--- config.mk ---
export PLATFORM = sky130hd
export DESIGN_NAME = bbd_ctl
export DESIGN_NICKNAME = d
export VERILOG_FILES = /design/src/design/bbd_pkg.sv /design/src/design/bbd_ctl.sv
export SDC_FILE = /design/constraint.sdc
export NUM_CORES = 1
export LEC_CHECK = 0
export BUFFER_PORTS_ARGS = -buffer_cell sky130_fd_sc_hd__buf_2
export CORE_MARGIN = 2
export CORE_UTILIZATION = 30
export DETAILED_ROUTE_END_ITERATION = 8
export GPL_TIMING_DRIVEN = 1
export PLACE_DENSITY_LB_ADDON = 0.15
export SYNTH_ARGS = -nofsm -noshare
export SYNTH_HDL_FRONTEND = slang
export SYNTH_SLANG_ARGS = --single-unit
--- constraint.sdc ---
create_clock -name clk -period 4 [get_ports clk]
set_input_delay 0.8 -clock clk [delete_from_list [all_inputs] [get_ports clk]]
set_output_delay 0.8 -clock clk [all_outputs]
set_load 0.02 [all_outputs]
--- src/design/bbd_pkg.sv ---
package bbd_pkg;

  localparam int MAX_WIDTH  = 4096;
  localparam int AW         = $clog2(MAX_WIDTH);
  localparam int MAX_HEIGHT = 4096;
  localparam int ROW_W      = $clog2(MAX_HEIGHT);
  localparam int DIM_W      = 13;
  localparam int STEP_W     = 18;
  localparam int PIX_W      = 8;
  localparam int SUM_W      = 16;
  localparam int GSUM_W     = 32;
  localparam int GCNT_W     = 25;
  localparam int BAND_W     = 13;
  localparam int OCOORD_W   = 12;
  localparam int CIDX_W     = 3;
  localparam int CDATA_W    = 18;
  localparam int DIVC_W     = $clog2(GSUM_W);

  localparam logic [STEP_W-1:0] PHASE_ONE = STEP_W'(18'h20000);

  typedef enum logic [CIDX_W-1:0] {
    REG_SRC_WIDTH  = 3'd0,
    REG_SRC_HEIGHT = 3'd1,
    REG_DST_WIDTH  = 3'd2,
    REG_DST_HEIGHT = 3'd3,
    REG_COL_STEP   = 3'd4,
    REG_ROW_STEP   = 3'd5
  } cfg_reg_t;

  typedef enum logic [2:0] {
    ST_CLEAR,
    ST_IDLE,
    ST_EXEC,
    ST_DIV,
    ST_WAIT
  } state_t;

  typedef struct packed {
    logic          clear_wr;
    logic [AW-1:0] clear_addr;
    logic          accept;
    logic          exec;
    logic          div_start;
    logic          div_step;
    logic          out_load;
  } ctl_cmd_t;

  typedef struct packed {
    logic emit;
    logic out_busy;
  } dp_stat_t;

endpackage

--- src/design/bbd_ctl.sv ---
module bbd_ctl (
  input  logic              clk,
  input  logic              rst_n,
  input  logic              in_valid,
  input  bbd_pkg::dp_stat_t stat,
  output logic              in_ready,
  output bbd_pkg::ctl_cmd_t cmd
);
  import bbd_pkg::*;

  state_t            state_r, state_nxt;
  logic [AW-1:0]     clr_addr_r, clr_addr_nxt;
  logic [DIVC_W-1:0] div_cnt_r, div_cnt_nxt;

  always_comb begin
    state_nxt = state_r;
    unique case (state_r)
      ST_CLEAR: if (clr_addr_r == AW'(MAX_WIDTH - 1)) state_nxt = ST_IDLE;
      ST_IDLE:  if (in_valid) state_nxt = ST_EXEC;
      ST_EXEC:  state_nxt = stat.emit ? ST_DIV : ST_IDLE;
      ST_DIV:   if (div_cnt_r == DIVC_W'(GSUM_W - 1)) state_nxt = ST_WAIT;
      ST_WAIT:  if (!stat.out_busy) state_nxt = ST_IDLE;
      default:  state_nxt = ST_CLEAR;
    endcase
  end

  always_comb begin
    in_ready       = (state_r == ST_IDLE);
    cmd.clear_wr   = (state_r == ST_CLEAR);
    cmd.clear_addr = clr_addr_r;
    cmd.accept     = (state_r == ST_IDLE) && in_valid;
    cmd.exec       = (state_r == ST_EXEC);
    cmd.div_start  = (state_r == ST_EXEC) && stat.emit;
    cmd.div_step   = (state_r == ST_DIV);
    cmd.out_load   = (state_r == ST_WAIT) && !stat.out_busy;
    clr_addr_nxt   = (state_r == ST_CLEAR) ? clr_addr_r + AW'(1) : clr_addr_r;
    div_cnt_nxt    = (state_r == ST_DIV) ? div_cnt_r + DIVC_W'(1) : '0;
  end

  always_ff @(posedge clk) begin
    if (!rst_n) begin
      state_r    <= ST_CLEAR;
      clr_addr_r <= '0;
      div_cnt_r  <= '0;
    end else begin
      state_r    <= state_nxt;
      clr_addr_r <= clr_addr_nxt;
      div_cnt_r  <= div_cnt_nxt;
    end
  end

endmodule

==> reports/qor.yml <==
setup_path:
  worst_setup_path_end_kind: "output port"
  crit_family: "simple AND/OR/NAND/NOR gates"
  rr_worst_depth: 4
  crit_type: "reg2out"
  reg2reg_from: "clr_addr_r[0]"
  crit_path_start_kind: "register"
  required_ns: 3.20
  path_max_fanout: 13
  critical_path.cell_chain: "or3_1, inv_1, buf_2"
  worstPathArrival_ns: 1.48
  reg2reg_slack_ns: 2.15
  critPathBufInv: 2
  crit_slowest_cell: "or3_1"
  max_stage_delay_ns: 0.47
  r2r_end: "clr_addr_r[6]"
grt:
  grt_pass1_wl_um: 3450
  grt_remaining_overflow: 0
  track_usage: 0.122
  antenna_found_initial: 0
  grt_max_degree: 14
  grt_pass1_vias: 761
yosys:
  synth_seq_cells: 20
  syn_inst: 116
  synth_area_leaders: "dfxtp_1, nand2_1, ha_1, nor2_1, a21oi_1"
  synth.most_common_cell: "dfxtp_1"
  ys_warn_count: 0
  synthFlopType: "dfxtp_1"
  yosys.area.top_type_share: 0.402
  synth_top_area_cell: "dfxtp_1"
  syn-mean-instance-area_um2: 8.59
  syn_nets: 124
  seq_area_frac_synth: 0.402
  syn-cell-area_um2: 996
  yosys-top-cells-count: "dfxtp_1, nand2_1, nor2_1, a21oi_1"
  synth_edf_count: 0
  synthDistinctLibCells: 37
  async_reset_ff_frac: 0
finish:
  layout.cells.non_filler: 180
  fin_nets: 146
  drive_above_1_share: 0.206
  diodes: 0
  fin_util: 0.372
  area_growth_pct: 15.8
floorplanning:
  ios: 24
  die_x_um: 61.6
  design.core.area_um2: 3100
  dieArea_um2: 3800
  dieHeight_um: 61.6
  rows: 20
  start_util: 0.321
timing:
  worst_pin_slew_ns: 0.343
  finalMaxSlewViolations: 0
  hold_violations: 0
  rsz0062_at_grt: "false"
  fin_worst_skew_ns: 0.00815
  setup_ws_ns: 1.72
  finalSetupTns_ns: 0
  finalSetupViolCount: 0
  period_needed_ns: 2.28
  finalCritPeriodShare: 0.570
  fmaxAchievable_mhz: 438
  maxSlewHeadroom: 0.771
clock_tree:
  cts_root_buf: "clkbuf_4"
  cts-hold-fix-buffers: 0
  clk_transition_reported_paths_ns: 0.10
  ctsHtreeMaxLevel: 1
  cts_setup_buffers: 0
  worstSkewPairLatency_ns: 0.30
  cts.repair.resized: 0
  clkSinkCount: 20
  cts_buffers: 3
  clockBufferDepth: 2
  cts_tree: "done"
placement:
  io_buffers: 23
  hpwlAfterDp_um: 1500
  dp.cells: 177
  pre_cts_slack_ns: 2.02
  routabilityCongestion: 0.696
drt:
  via_per_inst: 4.88
  detail_route.wl_per_cell_um: 11.2
  firstDrtPassIters: 4
  postRouteAntennaNets: 0
  drc: 0
  vias: 879
  drt_iter0_drc: 19
  finalWirelength_um: 2010
pwr:
  p_per_area_nw_per_um2: 322
  power_leakage_nw: 0.448
  power_uw: 371
  ir_drop_mv: 0.131
min_path:
  min_to: "div_cnt_r[0]"
  hold_depth: 1
  hp-class: "reg2reg"
  holdCritStartpoint: "div_cnt_r[0]"
run:
  drv_cap: 0
status:
  status: "complete, no violations"
[worst max-delay path by stage]
| stage | startpoint | endpoint | slack, ns | cells after the start |
|---|---|---|---|---|
| 2_1_floorplan | state_r[1] | cmd[2] | 1.70 | 3 |
| 3_3_place_gp | stat[1] | cmd[2] | 2.03 | 3 |
| 3_5_place_dp | stat[1] | cmd[2] | 2.02 | 3 |
| 4_1_cts | state_r[0] | cmd[17] | 1.69 | 3 |
| 5_1_grt | state_r[0] | cmd[17] | 1.61 | 3 |
| 6_report | state_r[0] | cmd[17] | 1.72 | 3 |
[routing by layer]
layer  wire, um  global-route usage  vias to the layer above
met1        942               0.150                      400
li1           -                   -                      458
met4         20              0.0365                        0
met3         97              0.0441                        2
met2        953               0.202                       19
met5          0                   0                        -
[through the flow]
| step | hold WS (ns) | cell area, um^2 |
|---|---|---|
| after floorplan | 0.418 | 996 |
| final | 0.456 | 1150 |
| after global routing | 0.489 | 1150 |
| after global placement | 0.432 | 1130 |
| after detailed placement | 0.445 | 1130 |
| after CTS | 0.463 | 1150 |
[placed cells by master (no fill, tap or decap), types with 3 or more instances in the layout]
cell type,count
or4_1,3
clkbuf_4,3
or3_1,4
inv_1,5
nand2b_1,3
nor2_1,10
dfxtp_1,20
nand3_1,5
nand4b_1,3
nand2_1,11
o21ai_0,5
a21oi_1,6
ha_1,3
buf_2,23
[state kept, by name, summed over array words and instances, names as in the netlist]
signal,count
clr_addr_r,12
state_r,3
div_cnt_r,5
[cells by family after synthesis]
logic type	share of synthesized area
AOI/OAI and AO/OA	0.129
xor gates and xnor gates	0.0352
adders and majority gates	0.0377
buffers and inverters	0.0578
DFF	0.402
muxes	0.0201
and+or+nand+nor	0.318
[layout make-up]
class	count	area (um^2)
Multi-Input combinational cell	84	538
Inverter	6	22.5
Clock buffer	3	22.5
Timing Repair Buffer	23	115
Fill cell	350	1950
Sequential cell	20	400
Tap cell	44	55.1
[where the power goes]
group | switching (mW) | internal [mW]
Combinational | 0.0340 | 0.0230
Sequential | 0.0126 | 0.207
Clock | 0.0594 | 0.0351
(Power assumes the default switching activity.)
