--- config.mk ---
export PLATFORM = sky130hd
export DESIGN_NAME = bbd_dp
export DESIGN_NICKNAME = d
export VERILOG_FILES = /design/src/design/bbd_pkg.sv /design/src/design/bbd_dp.sv
export SDC_FILE = /design/constraint.sdc
export NUM_CORES = 1
export LEC_CHECK = 0
export ABC_AREA = 1
export BUFFER_PORTS_ARGS = -buffer_cell sky130_fd_sc_hd__buf_2
export CAP_MARGIN = 5
export CORE_MARGIN = 5
export CORE_UTILIZATION = 55
export CTS_BUF_LIST = sky130_fd_sc_hd__clkbuf_4 sky130_fd_sc_hd__clkbuf_8
export DETAILED_ROUTE_END_ITERATION = 16
export PLACE_DENSITY = 0.8
export SLEW_MARGIN = 20
export SYNTH_ARGS = -nofsm -noshare
export SYNTH_HDL_FRONTEND = slang
export SYNTH_SLANG_ARGS = --single-unit
--- constraint.sdc ---
create_clock -name clk -period 6.4 [get_ports clk]
set_clock_uncertainty 0.1 [all_clocks]
set_input_delay 1.6 -clock clk [delete_from_list [all_inputs] [get_ports clk]]
set_output_delay 1.6 -clock clk [all_outputs]
set_load 0.005 [all_outputs]
--- src/design/bbd_pkg.sv ---
package bbd_pkg;

  localparam int MAX_WIDTH  = 4096;
  localparam int AW         = $clog2(MAX_WIDTH);
  localparam int MAX_HEIGHT = 4096;
  localparam int ROW_W      = $clog2(MAX_HEIGHT);
  localparam int DIM_W      = 13;
  localparam int STEP_W     = 18;
  localparam int PIX_W      = 8;
  localparam int SUM_W      = 16;
  localparam int GSUM_W     = 32;
  localparam int GCNT_W     = 25;
  localparam int BAND_W     = 13;
  localparam int OCOORD_W   = 12;
  localparam int CIDX_W     = 3;
  localparam int CDATA_W    = 18;
  localparam int DIVC_W     = $clog2(GSUM_W);

  localparam logic [STEP_W-1:0] PHASE_ONE = STEP_W'(18'h20000);

  typedef enum logic [CIDX_W-1:0] {
    REG_SRC_WIDTH  = 3'd0,
    REG_SRC_HEIGHT = 3'd1,
    REG_DST_WIDTH  = 3'd2,
    REG_DST_HEIGHT = 3'd3,
    REG_COL_STEP   = 3'd4,
    REG_ROW_STEP   = 3'd5
  } cfg_reg_t;

  typedef enum logic [2:0] {
    ST_CLEAR,
    ST_IDLE,
    ST_EXEC,
    ST_DIV,
    ST_WAIT
  } state_t;

  typedef struct packed {
    logic          clear_wr;
    logic [AW-1:0] clear_addr;
    logic          accept;
    logic          exec;
    logic          div_start;
    logic          div_step;
    logic          out_load;
  } ctl_cmd_t;

  typedef struct packed {
    logic emit;
    logic out_busy;
  } dp_stat_t;

endpackage

--- src/design/bbd_dp.sv ---
module bbd_dp (
  input  logic                         clk,
  input  logic                         rst_n,
  input  bbd_pkg::ctl_cmd_t            cmd,
  output bbd_pkg::dp_stat_t            stat,
  input  logic [bbd_pkg::PIX_W-1:0]    in_pixel,
  input  logic                         cfg_we,
  input  logic [bbd_pkg::CIDX_W-1:0]   cfg_index,
  input  logic [bbd_pkg::CDATA_W-1:0]  cfg_data,
  output logic                         ram_we,
  output logic [bbd_pkg::AW-1:0]       ram_waddr,
  output logic [bbd_pkg::SUM_W-1:0]    ram_wdata,
  output logic [bbd_pkg::AW-1:0]       ram_raddr,
  input  logic [bbd_pkg::SUM_W-1:0]    ram_rdata,
  output logic                         out_valid,
  input  logic                         out_ready,
  output logic [bbd_pkg::PIX_W-1:0]    out_pixel,
  output logic [bbd_pkg::OCOORD_W-1:0] out_col,
  output logic [bbd_pkg::OCOORD_W-1:0] out_row,
  output logic                         row_end,
  output logic                         frame_end
);
  import bbd_pkg::*;

  logic [DIM_W-1:0]  src_w_r, src_w_nxt, src_h_r, src_h_nxt;
  logic [DIM_W-1:0]  dst_w_r, dst_w_nxt, dst_h_r, dst_h_nxt;
  logic [STEP_W-1:0] col_step_r, col_step_nxt, row_step_r, row_step_nxt;

  logic [PIX_W-1:0]  px_r, px_nxt;
  logic [STEP_W-1:0] row_phase_r, row_phase_nxt, col_phase_r, col_phase_nxt;
  logic [AW-1:0]     src_col_r, src_col_nxt;
  logic [ROW_W-1:0]  src_row_r, src_row_nxt;
  logic [BAND_W-1:0] band_r, band_nxt;
  logic [GSUM_W-1:0] gsum_r, gsum_nxt;
  logic [GCNT_W-1:0] gcnt_r, gcnt_nxt;
  logic [DIM_W-1:0]  dst_col_r, dst_col_nxt, dst_row_r, dst_row_nxt;
  logic              closes_r, closes_nxt;

  logic [GSUM_W-1:0]   num_r, num_nxt;
  logic [GCNT_W-1:0]   den_r, den_nxt, rem_r, rem_nxt;
  logic [OCOORD_W-1:0] m_col_r, m_col_nxt, m_row_r, m_row_nxt;
  logic                m_rend_r, m_rend_nxt, m_fend_r, m_fend_nxt;

  logic                out_valid_r, out_valid_nxt;
  logic [PIX_W-1:0]    o_pix_r, o_pix_nxt;
  logic [OCOORD_W-1:0] o_col_r, o_col_nxt, o_row_r, o_row_nxt;
  logic                o_rend_r, o_rend_nxt, o_fend_r, o_fend_nxt;

  logic [AW:0]       w_c;
  logic [DIM_W-1:0]  h_c;
  logic [STEP_W-1:0] cs_c, rs_c;
  logic              last_col, last_row;
  logic [STEP_W:0]   rp_sum, cp_sum;
  logic [SUM_W-1:0]  colval;
  logic [GSUM_W-1:0] gs_new;
  logic [GCNT_W-1:0] gc_new;
  logic              fire, emit_ok, rend;
  logic [GCNT_W:0]   shifted;
  logic              ge;

  always_comb begin
    if (src_w_r == '0)                          w_c = (AW+1)'(1);
    else if (32'(src_w_r) > 32'(MAX_WIDTH))     w_c = (AW+1)'(MAX_WIDTH);
    else                                        w_c = (AW+1)'(src_w_r);
    if (src_h_r == '0)                          h_c = DIM_W'(1);
    else if (32'(src_h_r) > 32'(MAX_HEIGHT))    h_c = DIM_W'(MAX_HEIGHT);
    else                                        h_c = src_h_r;
    cs_c     = (col_step_r > PHASE_ONE) ? PHASE_ONE : col_step_r;
    rs_c     = (row_step_r > PHASE_ONE) ? PHASE_ONE : row_step_r;
    last_col = ({1'b0, src_col_r} + (AW+1)'(1)) >= w_c;
    last_row = (DIM_W'(src_row_r) + DIM_W'(1)) >= h_c;
  end

  assign ram_raddr = src_col_r;

  always_comb begin
    src_w_nxt = src_w_r; src_h_nxt = src_h_r; dst_w_nxt = dst_w_r; dst_h_nxt = dst_h_r;
    col_step_nxt = col_step_r; row_step_nxt = row_step_r;
    px_nxt = px_r; row_phase_nxt = row_phase_r; col_phase_nxt = col_phase_r;
    src_col_nxt = src_col_r; src_row_nxt = src_row_r; band_nxt = band_r;
    gsum_nxt = gsum_r; gcnt_nxt = gcnt_r; dst_col_nxt = dst_col_r; dst_row_nxt = dst_row_r;
    closes_nxt = closes_r;
    num_nxt = num_r; den_nxt = den_r; rem_nxt = rem_r;
    m_col_nxt = m_col_r; m_row_nxt = m_row_r; m_rend_nxt = m_rend_r; m_fend_nxt = m_fend_r;
    out_valid_nxt = out_valid_r; o_pix_nxt = o_pix_r; o_col_nxt = o_col_r;
    o_row_nxt = o_row_r; o_rend_nxt = o_rend_r; o_fend_nxt = o_fend_r;
    ram_we = 1'b0; ram_waddr = src_col_r; ram_wdata = '0;
    rp_sum = '0; cp_sum = '0; colval = '0; gs_new = '0; gc_new = '0;
    fire = 1'b0; emit_ok = 1'b0; rend = 1'b0; shifted = '0; ge = 1'b0;

    if (cfg_we) begin
      unique case (cfg_index)
        REG_SRC_WIDTH:  src_w_nxt    = cfg_data[DIM_W-1:0];
        REG_SRC_HEIGHT: src_h_nxt    = cfg_data[DIM_W-1:0];
        REG_DST_WIDTH:  dst_w_nxt    = cfg_data[DIM_W-1:0];
        REG_DST_HEIGHT: dst_h_nxt    = cfg_data[DIM_W-1:0];
        REG_COL_STEP:   col_step_nxt = cfg_data[STEP_W-1:0];
        REG_ROW_STEP:   row_step_nxt = cfg_data[STEP_W-1:0];
        default: ;
      endcase
    end

    if (cmd.clear_wr) begin
      ram_we    = 1'b1;
      ram_waddr = cmd.clear_addr;
    end

    // Latch each accepted pixel; at the start of a source row also latch the band decision and restart the row.
    if (cmd.accept) begin
      px_nxt = in_pixel;
      if (src_col_r == '0) begin
        rp_sum     = {1'b0, row_phase_r} + {1'b0, rs_c};
        closes_nxt = last_row;
        if (rp_sum >= {1'b0, PHASE_ONE}) begin
          rp_sum     = rp_sum - {1'b0, PHASE_ONE};
          closes_nxt = 1'b1;
        end
        row_phase_nxt = rp_sum[STEP_W-1:0];
        col_phase_nxt = cs_c >> 1;
        gsum_nxt      = '0;
        gcnt_nxt      = '0;
        dst_col_nxt   = '0;
      end
    end

    if (cmd.exec) begin
      colval = ram_rdata + SUM_W'(px_r);
      ram_we = 1'b1;
      if (closes_r) begin
        ram_wdata     = '0;
        gs_new        = gsum_r + GSUM_W'(colval);
        gc_new        = gcnt_r + GCNT_W'(band_r) + GCNT_W'(1);
        gsum_nxt      = gs_new;
        gcnt_nxt      = gc_new;
        cp_sum        = {1'b0, col_phase_r} + {1'b0, cs_c};
        col_phase_nxt = cp_sum[STEP_W-1:0];
        if (last_col) begin
          fire = 1'b1;
        end else if (cp_sum >= {1'b0, PHASE_ONE}) begin
          col_phase_nxt = cp_sum[STEP_W-1:0] - PHASE_ONE;
          fire          = 1'b1;
        end
        if (fire) begin
          emit_ok = (dst_row_r < dst_h_r) && (dst_col_r < dst_w_r);
          rend    = last_col || (({1'b0, dst_col_r} + (DIM_W+1)'(1)) == {1'b0, dst_w_r});
          if (emit_ok) begin
            num_nxt    = gs_new + GSUM_W'(gc_new >> 1);
            den_nxt    = gc_new;
            rem_nxt    = '0;
            m_col_nxt  = dst_col_r[OCOORD_W-1:0];
            m_row_nxt  = dst_row_r[OCOORD_W-1:0];
            m_rend_nxt = rend;
            m_fend_nxt = rend && (last_row ||
                         (({1'b0, dst_row_r} + (DIM_W+1)'(1)) == {1'b0, dst_h_r}));
          end
          if (dst_col_r < dst_w_r) dst_col_nxt = dst_col_r + DIM_W'(1);
          gsum_nxt = '0;
          gcnt_nxt = '0;
        end
      end else begin
        ram_wdata = colval;
      end

      if (last_col) begin
        src_col_nxt = '0;
        if (closes_r) begin
          band_nxt = '0;
          if (dst_row_r < dst_h_r) dst_row_nxt = dst_row_r + DIM_W'(1);
        end else begin
          band_nxt = band_r + BAND_W'(1);
        end
        if (last_row) begin
          src_row_nxt   = '0;
          row_phase_nxt = rs_c >> 1;
          band_nxt      = '0;
          dst_row_nxt   = '0;
        end else begin
          src_row_nxt = src_row_r + ROW_W'(1);
        end
      end else begin
        src_col_nxt = src_col_r + AW'(1);
      end
    end

    // Restoring divide, one quotient bit per step.
    if (cmd.div_step) begin
      shifted = {rem_r, num_r[GSUM_W-1]};
      ge      = shifted >= {1'b0, den_r};
      rem_nxt = ge ? GCNT_W'(shifted - {1'b0, den_r}) : shifted[GCNT_W-1:0];
      num_nxt = {num_r[GSUM_W-2:0], ge};
    end

    if (out_valid_r && out_ready) out_valid_nxt = 1'b0;
    if (cmd.out_load) begin
      out_valid_nxt = 1'b1;
      o_pix_nxt     = (den_r == '0) ? '0 : num_r[PIX_W-1:0];
      o_col_nxt     = m_col_r;
      o_row_nxt     = m_row_r;
      o_rend_nxt    = m_rend_r;
      o_fend_nxt    = m_fend_r;
    end
  end

  assign stat.emit     = cmd.exec && fire && emit_ok;
  assign stat.out_busy = out_valid_r && !out_ready;

  assign out_valid = out_valid_r;
  assign out_pixel = o_pix_r;
  assign out_col   = o_col_r;
  assign out_row   = o_row_r;
  assign row_end   = o_rend_r;
  assign frame_end = o_fend_r;

  always_ff @(posedge clk) begin
    if (!rst_n) begin
      src_w_r     <= DIM_W'(640);
      src_h_r     <= DIM_W'(480);
      dst_w_r     <= DIM_W'(320);
      dst_h_r     <= DIM_W'(240);
      col_step_r  <= STEP_W'(65536);
      row_step_r  <= STEP_W'(65536);
      row_phase_r <= STEP_W'(32768);
      col_phase_r <= STEP_W'(32768);
      src_col_r   <= '0;
      src_row_r   <= '0;
      band_r      <= '0;
      gsum_r      <= '0;
      gcnt_r      <= '0;
      dst_col_r   <= '0;
      dst_row_r   <= '0;
      closes_r    <= 1'b0;
      out_valid_r <= 1'b0;
    end else begin
      src_w_r     <= src_w_nxt;
      src_h_r     <= src_h_nxt;
      dst_w_r     <= dst_w_nxt;
      dst_h_r     <= dst_h_nxt;
      col_step_r  <= col_step_nxt;
      row_step_r  <= row_step_nxt;
      row_phase_r <= row_phase_nxt;
      col_phase_r <= col_phase_nxt;
      src_col_r   <= src_col_nxt;
      src_row_r   <= src_row_nxt;
      band_r      <= band_nxt;
      gsum_r      <= gsum_nxt;
      gcnt_r      <= gcnt_nxt;
      dst_col_r   <= dst_col_nxt;
      dst_row_r   <= dst_row_nxt;
      closes_r    <= closes_nxt;
      out_valid_r <= out_valid_nxt;
    end
  end

  always_ff @(posedge clk) begin
    px_r     <= px_nxt;
    num_r    <= num_nxt;
    den_r    <= den_nxt;
    rem_r    <= rem_nxt;
    m_col_r  <= m_col_nxt;
    m_row_r  <= m_row_nxt;
    m_rend_r <= m_rend_nxt;
    m_fend_r <= m_fend_nxt;
    o_pix_r  <= o_pix_nxt;
    o_col_r  <= o_col_nxt;
    o_row_r  <= o_row_nxt;
    o_rend_r <= o_rend_nxt;
    o_fend_r <= o_fend_nxt;
  end

endmodule

==> metrics.log, run 1 <==
INFO  metric synth_enable_flop_cells = 150
INFO  metric timing.critical_path.required = 6710 ps
INFO  metric clock_latency_reported_for_the_late_side_of_the_worst_skew_pair = 660 ps
INFO  metric count_of_endpoints_failing_setup_in_the_final_report = 0
INFO  metric die-area = 51200 um^2
INFO  metric core_region_area = 46500 um^2
INFO  metric final_hold_viol_count = 0
INFO  metric yosys.area.top_type_share = 19.1%
INFO  metric yosys.cell_types.count = 57
INFO  metric regToRegEndpoint = num_r[15]$_DFFE_PP_
INFO  metric cts.path.max_buffers = 3
INFO  metric boundaryPins = 145
INFO  metric remaining_antenna_violation_count_after_routing = 0
INFO  metric post_synthesis_sequential_element_count = 396
INFO  metric crit_family = simple AND/OR/NAND/NOR gates
INFO  metric mostFrequentLayoutCell = sky130_fd_sc_hd__nand2_1
INFO  metric power.static_leakage = 0.0135 uW
INFO  metric post_route_cells_drive_above_1_share = 14.7%
INFO  metric design_power_total = 7040 uW
INFO  metric power_frac_comb = 19.7%
INFO  metric clock.fmax = 0.167 GHz
INFO  metric grt_overflow = 0
INFO  metric maxCapViolCount = 0
INFO  metric ir_drop = 0.158 mV
INFO  metric cts_hold_buf = 0
INFO  metric die_h = 226 um
INFO  metric max-slew-margin-rel = 26.3%
INFO  metric dp_hpwl = 51000 um
INFO  metric share_of_the_cycle_needed_by_the_critical_path_after_routing = 93.7%
INFO  metric p_int = 5000 uW
INFO  metric final_design_area_no_fill = 29700 um^2
INFO  metric via_per_inst = 5.50
INFO  metric ff2ff_setup_slack = 1090 ps
INFO  metric dieWidth = 226 um
INFO  metric global_route.usage.total = 26.5%
INFO  metric max_slew.worst_pin.slew = 1110 ps
INFO  metric synthesized_area_per_cell = 7.38 um^2
INFO  metric switch_share = 28.9%
INFO  metric route.final.wire_length = 69300 um
INFO  metric path_buf_inv = 7
INFO  metric layout.nets = 4006
INFO  metric regToRegStartpoint = px_r[0]$_DFFE_PP_
INFO  metric grt_pass1_vias = 22494
INFO  metric path_type_of_the_worst_min_delay_path = reg -> reg
INFO  metric post_dp_cell_area = 27900 um^2
INFO  metric synth_area = 25700 um^2
INFO  metric buffer_type_at_the_clock_tree_root = sky130_fd_sc_hd__clkbuf_8
INFO  metric seqPwrFrac = 39.9%
INFO  metric areaGrowthSynthToFinish = 15.3%
INFO  metric floorplan.rows = 79
INFO  metric net-switching-power = 2040 uW
INFO  metric initial_antenna_violation_count = 1
INFO  metric yosysWarningCount = 0
INFO  metric drt_iter0_drc = 2053
INFO  metric synth_fp_nets = 3742
INFO  metric grt_setup_unrepaired = no
INFO  metric slew_viol_final = 0
INFO  metric drc = 0
INFO  metric synth.largest_area_cell = sky130_fd_sc_hd__dfxtp_1
INFO  metric initial_core_util = 55.4%
INFO  metric detail_route.wl_per_cell = 15.7 um
INFO  metric grt_max_degree = 101
INFO  metric run_status = finished, final reports clean
INFO  metric critical_path.slowest_cell = sky130_fd_sc_hd__fa_1
INFO  metric synth_seq_area_share = 36.6%
INFO  metric gp_routability_congestion = 0.943
INFO  metric start_kind = primary input
INFO  metric post_cts_buffers = 0
INFO  metric startpoint = ram_rdata[0]
INFO  metric r2r_cells = 27
INFO  metric ys_top_cells_by_area = sky130_fd_sc_hd__dfxtp_1 (19%), sky130_fd_sc_hd__edfxtp_1 (17%), sky130_fd_sc_hd__nand2_1 (10%), sky130_fd_sc_hd__ha_1 (8.8%), sky130_fd_sc_hd__a21oi_1 (6.5%)
INFO  metric asyncSetResetFlopFracSynth = 0%
INFO  metric cts.htree.levels = 3
INFO  metric power_density_relative_to_cell_area = 237 nW/um^2
INFO  metric period_needed = 6000 ps
INFO  metric capture_point_of_the_critical_path = num_r[15]$_DFFE_PP_
INFO  metric pwr-share-clk = 40.4%
INFO  metric most-common-layout-cells = sky130_fd_sc_hd__nand2_1 (682), sky130_fd_sc_hd__inv_1 (412), sky130_fd_sc_hd__a21oi_1 (332)
INFO  metric clkSlewWorstSetupHoldPaths = 60 ps
INFO  metric cts_repair_resize_count = 0
INFO  metric critical_path_peak_fanout = 4
INFO  metric path_depth = 28
INFO  metric first_pass_grt_wire_length = 112000 um
INFO  metric cts.sink_count = 396
INFO  metric flip_flop_cell_with_the_highest_count_after_synthesis = sky130_fd_sc_hd__dfxtp_1
INFO  metric cts_tree = built
INFO  metric synthesis.instances = 3486
INFO  metric timing.setup.critical_path_class = in -> reg
INFO  metric port-buffer-count = 143
INFO  metric crit_arrival = 6310 ps
INFO  metric vias = 24311
INFO  metric drt_first_pass_iters = 6
INFO  metric endpoint_kind = flip-flop
INFO  metric crit_path_max_incr_delay = 390 ps
INFO  metric cts_made_buffers = 71
==> synth_stat cells (12+ instances only) <==
library cell / n
sky130_fd_sc_hd__nand3b_1: 13
sky130_fd_sc_hd__xnor2_1: 34
sky130_fd_sc_hd__nand2_1: 684
sky130_fd_sc_hd__dfxtp_1: 246
sky130_fd_sc_hd__a31oi_1: 18
sky130_fd_sc_hd__clkbuf_1: 75
sky130_fd_sc_hd__nand4_1: 52
sky130_fd_sc_hd__buf_2: 16
sky130_fd_sc_hd__edfxtp_1: 150
sky130_fd_sc_hd__inv_2: 12
sky130_fd_sc_hd__a21oi_2: 28
sky130_fd_sc_hd__xor2_1: 92
sky130_fd_sc_hd__or2_2: 22
sky130_fd_sc_hd__o21ai_0: 255
sky130_fd_sc_hd__nand3_1: 269
sky130_fd_sc_hd__nor2_1: 329
sky130_fd_sc_hd__nor3_1: 44
sky130_fd_sc_hd__nand3_2: 33
sky130_fd_sc_hd__o21bai_1: 15
sky130_fd_sc_hd__o21ai_1: 16
sky130_fd_sc_hd__inv_1: 413
sky130_fd_sc_hd__nor4_1: 24
sky130_fd_sc_hd__ha_1: 182
sky130_fd_sc_hd__a21oi_1: 332
sky130_fd_sc_hd__o22ai_1: 12
sky130_fd_sc_hd__o211ai_1: 12
==> worst min path at each step <==
stage               depth (start not counted)  slack (ps)                     to             startpoint
floorplan                                   0         300    frame_end$_DFFE_PP_     m_fend_r$_DFFE_PP_
global placement                            0         300    frame_end$_DFFE_PP_     m_fend_r$_DFFE_PP_
detailed placement                          0         300   out_row[1]$_DFFE_PP_   m_row_r[1]$_DFFE_PP_
CTS                                         0         320   out_row[1]$_DFFE_PP_   m_row_r[1]$_DFFE_PP_
global route                                0         330   out_col[4]$_DFFE_PP_   m_col_r[4]$_DFFE_PP_
finish                                      0         320  out_col[10]$_DFFE_PP_  m_col_r[10]$_DFFE_PP_
==> kinds of logic after synthesis <==
| logic type | Yosys count | share of synthesized area, % |
|---|---|---|
| fa+ha+maj | 189 | 9.39 |
| buf+inv | 534 | 8.15 |
| xor+xnor | 126 | 4.29 |
| flops | 396 | 36.6 |
| compound gates | 734 | 15.6 |
| simple gates | 1507 | 25.9 |
==> power by group through the flow <==
stage	Clock [uW]	Combinational [uW]	Sequential, uW
floorplan	0	904	2850
global placement	0	1330	2860
detailed placement	0	1360	2860
CTS	2900	1370	2810
global route	3020	1540	2820
finish	2850	1380	2810
==> per-layer routing <==
layer | vias to the layer above | routed length [um] | global-route usage, %
met5 | - | 0 | 0
met1 | 11125 | 30600 | 35.9
met2 | 788 | 31800 | 43.1
met3 | 128 | 4950 | 4.48
met4 | 0 | 1880 | 9.33
li1 | 12270 | - | -
==> layout make-up <==
type	instances	area (um^2)
Inverter	429	1610
Clock buffer	107	1320
Timing Repair Buffer	296	1870
Tap cell	607	759
Clock inverter	25	395
Antenna cell	1	2.50
Fill cell	4104	16800
Multi-Input combinational cell	2556	14300
Sequential cell	396	9430
==> sequential cells by signal, indices dropped and copies added (netlist names), 8 cells and up <==
signal	flops
num_r	32
src_w_r	13
den_r	25
band_r	13
dst_h_r	13
dst_col_r	13
out_row	12
src_row_r	12
rem_r	25
row_step_r	18
row_phase_r	18
col_phase_r	18
out_pixel	8
gsum_r	32
col_step_r	18
m_col_r	12
src_h_r	13
m_row_r	12
dst_row_r	13
out_col	12
px_r	8
ram_raddr	12
gcnt_r	25
dst_w_r	13
==> worst reg2reg max path, stage by stage (launching register included) <==
cell and delay (ps):
sky130_fd_sc_hd__edfxtp_1 350, sky130_fd_sc_hd__ha_1 190, sky130_fd_sc_hd__inv_1 60, sky130_fd_sc_hd__fa_1 390, sky130_fd_sc_hd__nand3b_1 270, sky130_fd_sc_hd__nor3_2 140, sky130_fd_sc_hd__nor2_1 100, sky130_fd_sc_hd__o21ai_1 130
sky130_fd_sc_hd__buf_4 140, sky130_fd_sc_hd__xor2_1 220, sky130_fd_sc_hd__ha_1 310, sky130_fd_sc_hd__nand2_1 130, sky130_fd_sc_hd__inv_1 50, sky130_fd_sc_hd__nand2_1 60, sky130_fd_sc_hd__nand2_1 60, sky130_fd_sc_hd__inv_1 50
sky130_fd_sc_hd__nand3_1 190, sky130_fd_sc_hd__xor2_1 340, sky130_fd_sc_hd__buf_4 200, sky130_fd_sc_hd__ha_1 250, sky130_fd_sc_hd__inv_1 80, sky130_fd_sc_hd__o21ai_0 110, sky130_fd_sc_hd__nor2_1 170, sky130_fd_sc_hd__a21boi_0 360
sky130_fd_sc_hd__o21ai_0 170, sky130_fd_sc_hd__or2_2 300, sky130_fd_sc_hd__nand3_1 100, sky130_fd_sc_hd__nand2_1 60
==> per-stage QoR <==
stage	utilization [%]	std cells	setup slack, ps	TNS [ps]	hold WS, ps
floorplan	-	3486	277	0	300
global placement	60.1	4284	-221	-2090	303
detailed placement	60.1	4284	-274	-2900	305
CTS	63.8	4416	365	0	318
global route	63.9	4416	19.5	0	325
finish	63.9	4417	400	0	316
(Power assumes the default switching activity.)
==> inputs of run 2 (changes only) <==
--- a/config.mk
+++ b/config.mk
@@ -6,13 +6,14 @@
 export NUM_CORES = 1
 export LEC_CHECK = 0
 export ABC_AREA = 1
+export ABC_CLOCK_PERIOD_IN_PS = 6400
 export BUFFER_PORTS_ARGS = -buffer_cell sky130_fd_sc_hd__buf_2
 export CAP_MARGIN = 5
 export CORE_MARGIN = 5
-export CORE_UTILIZATION = 55
+export CORE_UTILIZATION = 46
 export CTS_BUF_LIST = sky130_fd_sc_hd__clkbuf_4 sky130_fd_sc_hd__clkbuf_8
 export DETAILED_ROUTE_END_ITERATION = 16
-export PLACE_DENSITY = 0.8
+export PLACE_DENSITY = 0.69
 export SLEW_MARGIN = 20
 export SYNTH_ARGS = -nofsm -noshare
 export SYNTH_HDL_FRONTEND = slang
==> run 2 against run 1 <==
  * Core utilization fell by 10 points
  * Sequential power barely moved
  * Worst hold slack got worse by 3.3 ps
  * Total power fell by 3.6%
  * Fmax barely moved
  * Global-route usage fell by 3.5 points
  * Clock power fell by 9.5%
  * Sequential share of layout area fell by 0.057 points
  * Clock-buffer cell count fell by 1
  * Setup slack improved by 0.61 ps
==> metrics.log, run 2 (same netlist as run 1, synthesis figures left out) <==
INFO  metric initial_core_util = 46.5% (-8.9 points)
INFO  metric ir_drop = 0.176 mV (+12%)
INFO  metric cts.sink_count = 396 (unchanged)
INFO  metric most_used_cell_along_the_critical_path = sky130_fd_sc_hd__nand2_1
INFO  metric cts_hold_buf = 0 (unchanged)
INFO  metric power.static_leakage = 0.0134 uW (-0.69%)
INFO  metric cts.htree.levels = 3 (unchanged)
INFO  metric drc = 0 (unchanged)
INFO  metric endpoint_kind = flip-flop
INFO  metric net-switching-power = 2040 uW (-0.10%)
INFO  metric grt_pass1_vias = 22954 (+2.0%)
INFO  metric post_dp_cell_area = 28100 um^2 (+0.76%)
INFO  metric p_int = 4750 uW (-5.0%)
INFO  metric core_region_area = 55300 um^2 (+19%)
INFO  metric critical_path.slowest_cell = sky130_fd_sc_hd__xor2_1
INFO  metric cts.path.max_buffers = 3 (unchanged)
INFO  metric clock_latency_reported_for_the_late_side_of_the_worst_skew_pair = 660 ps (about the same)
INFO  metric most-common-layout-cells = sky130_fd_sc_hd__nand2_1 (682), sky130_fd_sc_hd__inv_1 (412), sky130_fd_sc_hd__a21oi_1 (331)
INFO  metric drt_first_pass_iters = 6 (unchanged)
INFO  metric remaining_antenna_violation_count_after_routing = 0 (unchanged)
INFO  metric post_route_cells_drive_above_1_share = 14.7% (about the same)
INFO  metric initial_antenna_violation_count = 3 (+2)
INFO  metric finalWorstSetupSlack = 401 ps (+0.606 ps)
INFO  metric die-area = 60800 um^2 (+19%)
INFO  metric cts_repair_resize_count = 0 (unchanged)
INFO  metric utilization = 53.8% (-10 points)
INFO  metric highest_layer = met5
INFO  metric regToRegEndpoint = num_r[31]$_DFFE_PP_
INFO  metric maxCapViolCount = 0 (unchanged)
INFO  metric max-slew-margin-rel = 33.7% (+7.4 points)
INFO  metric detail_route.wl_per_cell = 15.5 um (-1.5%)
INFO  metric timing.setup.critical_path_class = in -> reg
INFO  metric switch_share = 30.0% (+1.1 points)
INFO  metric port-buffer-count = 143 (unchanged)
INFO  metric cells_on_worst_hold_path = 0 (unchanged)
INFO  metric design_power_total = 6790 uW (-3.6%)
INFO  metric route.final.wire_length = 70500 um (+1.7%)
INFO  metric hold_end = out_col[4]$_DFFE_PP_
INFO  metric crit_arrival = 6300 ps (about the same)
INFO  metric period_needed = 6000 ps (-0.606 ps)
INFO  metric boundaryPins = 145 (unchanged)
INFO  metric crit_path_max_incr_delay = 450 ps (+60 ps)
INFO  metric cts_tree = built
INFO  metric path_type_of_the_worst_min_delay_path = reg -> reg
INFO  metric areaGrowthSynthToFinish = 15.5%
INFO  metric final_design_area_no_fill = 29700 um^2 (+0.18%)
INFO  metric via_per_inst = 5.27 (-4.2%)
INFO  metric dpl_worst_slack = -402 ps (-128 ps)
INFO  metric r2r_cells = 31 (+15%)
INFO  metric critical_path_peak_fanout = 4 (unchanged)
INFO  metric dp_hpwl = 53000 um (+4.0%)
INFO  metric share_of_the_cycle_needed_by_the_critical_path_after_routing = 93.7% (about the same)
INFO  metric route.layer.met1.wl = 32400 um (+6.0%)
INFO  metric largest_registers = gsum_r (32), num_r (32)
INFO  metric post_cts_buffers = 0 (unchanged)
INFO  metric first_pass_grt_wire_length = 116000 um (+3.4%)
INFO  metric vias = 24051 (-1.1%)
INFO  metric global_route.usage.total = 23.0% (-3.5 points)
INFO  metric ff2ff_setup_slack = 1090 ps (about the same)
INFO  metric layout.filler_cells = 5386 (+31%)
INFO  metric cts_made_buffers = 72 (+1.4%)
INFO  metric gp_routability_congestion = 0.922 (-2.2%)
INFO  metric start_kind = primary input
INFO  metric slew_viol_final = 0 (unchanged)
INFO  metric power_frac_comb = 20.5% (+0.8 points)
INFO  metric max_slew.worst_pin.slew = 994 ps (-112 ps)
INFO  metric pwr-share-clk = 38.1% (-2.3 points)
INFO  metric floorplan.rows = 86 (+8.9%)
INFO  metric seqPwrFrac = 41.4% (+1.5 points)
INFO  metric timing.critical_path.required = 6700 ps (about the same)
INFO  metric clkSlewWorstSetupHoldPaths = 60 ps (about the same)
INFO  metric layout.nets = 4011 (+0.12%)
INFO  metric regToRegStartpoint = px_r[0]$_DFFE_PP_
INFO  metric hold_start = m_col_r[4]$_DFFE_PP_
INFO  metric met3_length = 4490 um (-9.2%)
INFO  metric clock.fmax = 0.167 GHz (about the same)
INFO  metric grt_max_degree = 75 (-26%)
INFO  metric placed_cells_incl_taps = 4429 (+3.4%)
INFO  metric drt_iter0_drc = 1659 (-19%)
INFO  metric run_status = finished, final reports clean
INFO  metric fin_cells = 4560 (+3.2%)
INFO  metric die_h = 247 um (+8.9%)
INFO  metric met2_wirelength = 31800 um (about the same)
INFO  metric buffer_type_at_the_clock_tree_root = sky130_fd_sc_hd__clkbuf_8
INFO  metric grt_setup_unrepaired = no
INFO  metric count_of_endpoints_failing_setup_in_the_final_report = 0 (unchanged)
INFO  metric dieWidth = 247 um (+8.9%)
INFO  metric mostFrequentLayoutCell = sky130_fd_sc_hd__nand2_1
INFO  metric power_density_relative_to_cell_area = 228 nW/um^2 (-3.8%)
INFO  metric grt_overflow = 0 (unchanged)
INFO  metric final_hold_viol_count = 0 (unchanged)
run 2: layout make-up:
| type | count | area (um^2) | area share, % |
|---|---|---|---|
| multi-input cells | 2556 | 14300 | 48.1 |
| flip-flops and latches | 396 | 9430 | 31.7 |
| repair buffers | 300 | 1900 | 6.38 |
| inverters | 429 | 1610 | 5.43 |
| clock buffers | 106 | 1350 | 4.53 |
| well taps | 748 | 936 | 3.15 |
| clock inverters | 24 | 221 | 0.745 |
| diodes | 1 | 2.50 | 0.00841 |
run 2: worst max-delay path: cells and delay by family:
family	cells	cell delay (ps)
adders and majority gates	4	1110
AOI/OAI and AO/OA	4	550
buffers and inverters	7	690
and+or+nand+nor	15	1720
xor gates and xnor gates	2	610
run 2: through the flow:
step	TNS [ps]	hold WS (ps)
floorplan	0	300
global placement	-3890	302
detailed placement	-5630	307
CTS	0	308
global route	0	325
finish	0	313
run 2: metal layers:
layer | track usage [%] | up-vias
li1 | - | 12295
met1 | 31.4 | 11017
met2 | 37.4 | 623
met3 | 4.04 | 114
met4 | 7.19 | 2
met5 | 0 | -
run 2: worst max path at each step:
| stage | start | endpoint | slack (ps) | depth (start not counted) |
|---|---|---|---|---|
| 6_report | ram_rdata[0] | num_r[31]$_DFFE_PP_ | 400 | 32 |
| 2_1_floorplan | ram_rdata[0] | num_r[28]$_DFFE_PP_ | 280 | 29 |
| 5_1_grt | ram_rdata[1] | num_r[31]$_DFFE_PP_ | 10 | 32 |
| 3_3_place_gp | ram_rdata[0] | num_r[31]$_DFFE_PP_ | -320 | 31 |
| 4_1_cts | ram_rdata[0] | num_r[28]$_DFFE_PP_ | 320 | 32 |
| 3_5_place_dp | ram_rdata[0] | num_r[26]$_DFFE_PP_ | -400 | 30 |
run 2: power groups by stage:
stage                     clock network, uW  logic, uW  registers [uW]
after global placement                    0       1360            2860
after detailed placement                  0       1370            2860
after CTS                              2660       1380            2810
final                                  2580       1390            2810
after global routing                   2770       1550            2820
after floorplan                           0        904            2850
